<file path="config.mk">
export PLATFORM = sky130hd
export DESIGN_NAME = hufdec_out_reg
export DESIGN_NICKNAME = d
export VERILOG_FILES = /design/src/rtl/hufdec_pkg.sv /design/src/rtl/hufdec_out_reg.sv
export SDC_FILE = /design/constraint.sdc
export NUM_CORES = 1
export LEC_CHECK = 0
export ABC_AREA = 0
export BUFFER_PORTS_ARGS = -buffer_cell sky130_fd_sc_hd__buf_2
export CAP_MARGIN = 40
export CORE_AREA = 2 2 39 41
export DETAILED_ROUTE_END_ITERATION = 10
export DIE_AREA = 0 0 41 43
export GPL_TIMING_DRIVEN = 0
export HOLD_SLACK_MARGIN = 0.12
export PLACE_DENSITY_LB_ADDON = 0.2
export SYNTH_ARGS = -nofsm -noshare
export SYNTH_HDL_FRONTEND = slang
export SYNTH_SLANG_ARGS = --single-unit
</file>
<file path="constraint.sdc">
create_clock -name clk -period 0.8 [get_ports clk]
set_input_delay 0 -clock clk [delete_from_list [all_inputs] [get_ports clk]]
set_output_delay 0 -clock clk [all_outputs]
set_load 0.05 [all_outputs]
</file>
<file path="src/rtl/hufdec_pkg.sv">
`default_nettype none
// ----------------------------------------------------------------------------
// hufdec_pkg
// Shared codes, controller states and the result beat type of the Huffman
// table decoder.
// ----------------------------------------------------------------------------
package hufdec_pkg;

  localparam int FUNC_W   = 2;
  localparam int SYM_W    = 7;
  localparam int CNT_W    = 8;
  localparam int BYTE_W   = 8;
  localparam int BITCNT_W = 4;
  localparam int STAT_W   = 2;

  localparam logic [FUNC_W-1:0] FUNC_LOAD   = 2'd0;
  localparam logic [FUNC_W-1:0] FUNC_BUILD  = 2'd1;
  localparam logic [FUNC_W-1:0] FUNC_DECODE = 2'd2;
  localparam logic [FUNC_W-1:0] FUNC_FINISH = 2'd3;

  localparam logic [STAT_W-1:0] STAT_OK        = 2'd0;
  localparam logic [STAT_W-1:0] STAT_EMPTY     = 2'd1;
  localparam logic [STAT_W-1:0] STAT_NOT_BUILT = 2'd2;
  localparam logic [STAT_W-1:0] STAT_MID_CODE  = 2'd3;

  localparam logic [BITCNT_W-1:0] MAX_BITS = 4'd8;

  typedef enum logic [4:0] {
    ST_IDLE,
    ST_SCAN_RD,
    ST_SCAN_EV,
    ST_SCAN_NXT,
    ST_INS_RD,
    ST_INS_CMP,
    ST_MERGE,
    ST_REM_RD1,
    ST_REM_TOP,
    ST_REM_RD,
    ST_REM_CMP,
    ST_REM_LAST,
    ST_ROOT_RD,
    ST_ROOT,
    ST_RESULT,
    ST_DEC_RD,
    ST_DEC_EV1,
    ST_DEC_EV2,
    ST_DEC_EMIT,
    ST_DEC_FLUSH
  } state_t;

  typedef struct packed {
    logic [SYM_W-1:0]  symbol_out;
    logic              has_symbol;
    logic [STAT_W-1:0] status;
    logic              last;
  } res_t;

endpackage
`default_nettype wire

</file>
<file path="src/rtl/hufdec_out_reg.sv">
`default_nettype none
// ----------------------------------------------------------------------------
// hufdec_out_reg
// Result beat register: holds one beat until the sink takes it.
// ----------------------------------------------------------------------------
module hufdec_out_reg (
  input  wire logic                           clk,
  input  wire logic                           rst_n,
  input  wire logic                           push,
  input  wire hufdec_pkg::res_t               res,
  input  wire logic                           out_stall,
  output logic                                out_valid,
  output logic [hufdec_pkg::SYM_W-1:0]        out_symbol_out,
  output logic                                out_has_symbol,
  output logic [hufdec_pkg::STAT_W-1:0]       out_status,
  output logic                                out_last,
  output logic                                free
);
  import hufdec_pkg::*;

  logic valid_r;
  res_t res_r;

  assign free = !valid_r || !out_stall;

  always_ff @(posedge clk) begin
    if (!rst_n) begin
      valid_r <= 1'b0;
    end else if (push) begin
      valid_r <= 1'b1;
    end else if (!out_stall) begin
      valid_r <= 1'b0;
    end
  end

  always_ff @(posedge clk) begin
    if (push) begin
      res_r <= res;
    end
  end

  assign out_valid      = valid_r;
  assign out_symbol_out = res_r.symbol_out;
  assign out_has_symbol = res_r.has_symbol;
  assign out_status     = res_r.status;
  assign out_last       = res_r.last;

endmodule
`default_nettype wire

</file>
# Yosys cells after proc, flatten, opt, wreduce, memory -nomap -nowiden
# Cells that the tools add are included.
# totals
register_bits,12
inputBits,15
out_inout_bits,13
# classes
eq_ne,1
mux,2
n_reduce_logical,3
# ops
op,count
1-bit zero test,2
1-bit 2-to-1 mux,2
"2-bit != test, second input constant",1
1-bit logical OR,1

# Longest topological paths before layout
# depth
ltp_word,2
mapped_depth,2

# Least setup slack after synthesis
# No wires, ideal clock.
# synth_timing
path_kind,register to output
from,reg valid_r (netlist: out_valid)
to,out free
arrival_time_ns,1.060
setup_slack_ns,-0.260
path_stages_with_launch,2
n_path_buf,0
cell_sequence,dfxtp_1 nand2_1
# synth_via
elab_chain_len,2
# synth_rtl
element,line_no,source
from (decl),hufdec_out_reg.sv:21,logic valid_r;
from (signal assigned),hufdec_out_reg.sv:28,valid_r <= 1'b0;
from (signal assigned),hufdec_out_reg.sv:30,valid_r <= 1'b1;
from (signal assigned),hufdec_out_reg.sv:32,valid_r <= 1'b0;
1-bit zero test,hufdec_out_reg.sv:24,assign free = !valid_r || !out_stall;
1-bit logical OR,hufdec_out_reg.sv:24,
to (decl),hufdec_out_reg.sv:17,output logic free
# No other way between the ends.

# Worst setup path after layout
# Ends and elaborated chain as after synthesis.

==> results.md <==
- Outcome: finished, violations left
- Failing checks: setup timing
- DR DRC count: 0
- Most frequent cell after synthesis: edfxtp_1
- Final Max Tran Viols: 0
- Final hold vios: 0
- Core box area: 0.00138 sq mm
- Die X-Extent: 41 microns
- Power density cells: ~2000 mW/mm^2
- # diodes: 0
- # rows: 14
- Gr usage total: under 10%
- Clk root buf: clkbuf_4
- CTS tree: built
- CP startpoint: out_valid
- Worst-case clock buffer depth: 2
- H-tree depth: 1
- Crit path max-delay family: flip-flops
- Synth warnings: 0
- Worst path cell trace: nand2_2 > buf_6
- Post-route clock period utilization: 103%
- Clock Power Share: 24.4%
- Vias per inst: 3.89
- Worst setup path class: reg2out
- Io pins: 28
- Combinational Power Share: 25.4%
- Sw Share: 27.8%
- Internal power: 0.00109 W
- Fmax achieved: 1220 MHz
- Fin util: 55.5%
- Crit start category: flip-flop
- P_sw: 0.000420 W
- Yosys top cell by area: edfxtp_1
- Pre-Repair DR Iteration Count: 2
- EDFF count, synth: 11
- Overflow after GRT: 0
- Vias post-DR: 292
- Clock buffer count from CTS: 3
- PortBufs: 27
- Pwr Total: 0.00151 W
- Post-synth top cells: 11 x edfxtp_1, 1 x a21oi_1, 1 x dfxtp_1, 1 x nand2_1, 1 x nor2b_1
- Fin nets: 75
- Antenna violations before repair: 0
- Layout cell share with drive strength beyond 1: 54.2%
- Ys flop type: edfxtp_1
- Worst Setup End Kind: output pin
- Crit-path max FO: 3
- Synthesized area: 365 sq um
- Async S/R FF share, synth: 0%
- Mapped Cells: 15
- Crit-path max cell delay: 360 ps
- Synth top area cells: edfxtp_1 90%, dfxtp_1 5.5%, nor2b_1 1.7%
- Drt total wl: a little over 700 microns
- Largest net degree at the start of global routing: 13
- 1st-iter DRT viols: 2
- # setup viols final: 10
- Worst endpoint required time: 800 ps
- Worst path bufs/invs: 1
- Worst min-delay path class: in2reg
- CP max stage cell: dfxtp_4
- Initial Util: 26.4%
- Full die area: approximately 0.0018 sq mm
- GPL Wtd Cong: around 0.54
- Die Y-Extent: 43 microns
- Tmin final: between 800 and 900 ps
- Hold_sp: push
- Clock sinks: 12
- Clock slew at reported path FFs: roughly 70 ps
- DR WL/cell: 9.52 microns
- Setup Skew: 0 ps
- Final Worst Setup Slack: -22.8 ps
- DRT antenna net count: 0
- Synthesized Nets: 30
- Max-Cap Viols: 0
- FF-to-FF Start: out_valid
- Syn_area_per_cell: 24.4 sq um
- Crit path DAT: approximately 820 ps
- Worst-Margin Slew: 255 ps
- Leakage: 0.327 nW
- Flop pwr share: 50.3%
- RSZ-0062 raised after global routing: true
- Cts hold-fix bufs: 13
- Syn-to-layout area delta: 110%
- Relative slew slack: approximately 83%
- Clk_lat worst skew: 260 ps
- Maximum VDD drop: 0.00109 V
- Global-route wire length before repair: 1110 microns
- Vias in the first global route: 306
- Top-area cell type share of the netlist area: 90.4%
- Netlist cell types: 5
- Register area share after synthesis: 95.9%
- Synthesized flop and latch total: 12
[power groups by stage]
stage | Sequential [W] | Clock [W] | Combinational, W
6_report | 0.000760 | 0.000369 | 0.000384
5_1_grt | 0.000764 | 0.000428 | 0.000401
4_1_cts | 0.000762 | 0.000393 | 0.000382
3_5_place_dp | 0.000764 | 0 | 0.000275
3_3_place_gp | 0.000762 | 0 | 0.000273
2_1_floorplan | 0.000939 | 0 | 0.0000134
[area by class of cell]
class                      count  area, sq um
clock buffer                   4         26.3
fill                         121          616
multi-input combinational      3         17.5
sequential                    12          354
tap                           16         20.0
timing repair buffer          40          350
[cell families after synthesis]
logic type / count (synthesis) / synth area share (%)
flops: 12 / 95.9
simple gates: 2 / 2.74
compound gates: 1 / 1.37
[per-stage QoR]
stage | setup TNS [ps] | cells | instance area, sq um | setup slack [ps] | hold WS (ps)
final | -85.2 | 75 | 768 | -22.8 | 117
after global routing | -543 | 75 | 768 | -61.6 | 120
after CTS | -267 | 75 | 762 | -33.2 | 116
after detailed placement | 0 | 58 | 524 | 196 | 178
after global placement | 0 | 58 | 524 | 202 | 177
after floorplan | 0 | 15 | 369 | 49.9 | 98.9
[per-layer routing]
layer	routed length, microns	up-vias	GRT usage (%)	share of wire (%)
met3	49	0	3.14	6.9
met1	245	130	9.97	34
li1	-	146	-	-
met5	0	-	0	0
met2	420	16	15.9	59
met4	0	0	6.00	0
[what timing repair did]
action | 4_1_cts | 5_1_grt
setup endpoints to repair | 13 | 13
setup buffers | 0 | 0
endpoints found under the hold margin | 18 | 4
gates resized for setup | 26 | 2
cloned | 0 | 0
[flip-flops by register name (all words and copies together), names as in the netlist]
register and cells:
out_valid 1, out_symbol_out 7, out_last 1, out_status 2, out_has_symbol 1
[path summary, 6_finish.rpt]
| kind | slack, ps | depth (start not counted) | endpoint |
|---|---|---|---|
| worst max-delay path | -20 | 2 | free |
| worst min-delay path | 120 | 1 | out_symbol_out[6] |
| worst max register to register | 170 | 2 | out_valid |
| worst min register to register | 550 | 2 | out_valid |
[layout by cell type, fill, tap and decap left out]
cell,instances
a21oi_1,1
edfxtp_1,11
dlygate4sd3_1,13
nand2_2,1
clkbuf_4,3
buf_6,12
buf_2,14
clkbuf_1,1
buf_8,1
nor2b_1,1
dfxtp_4,1
(Power assumes the default switching activity.)
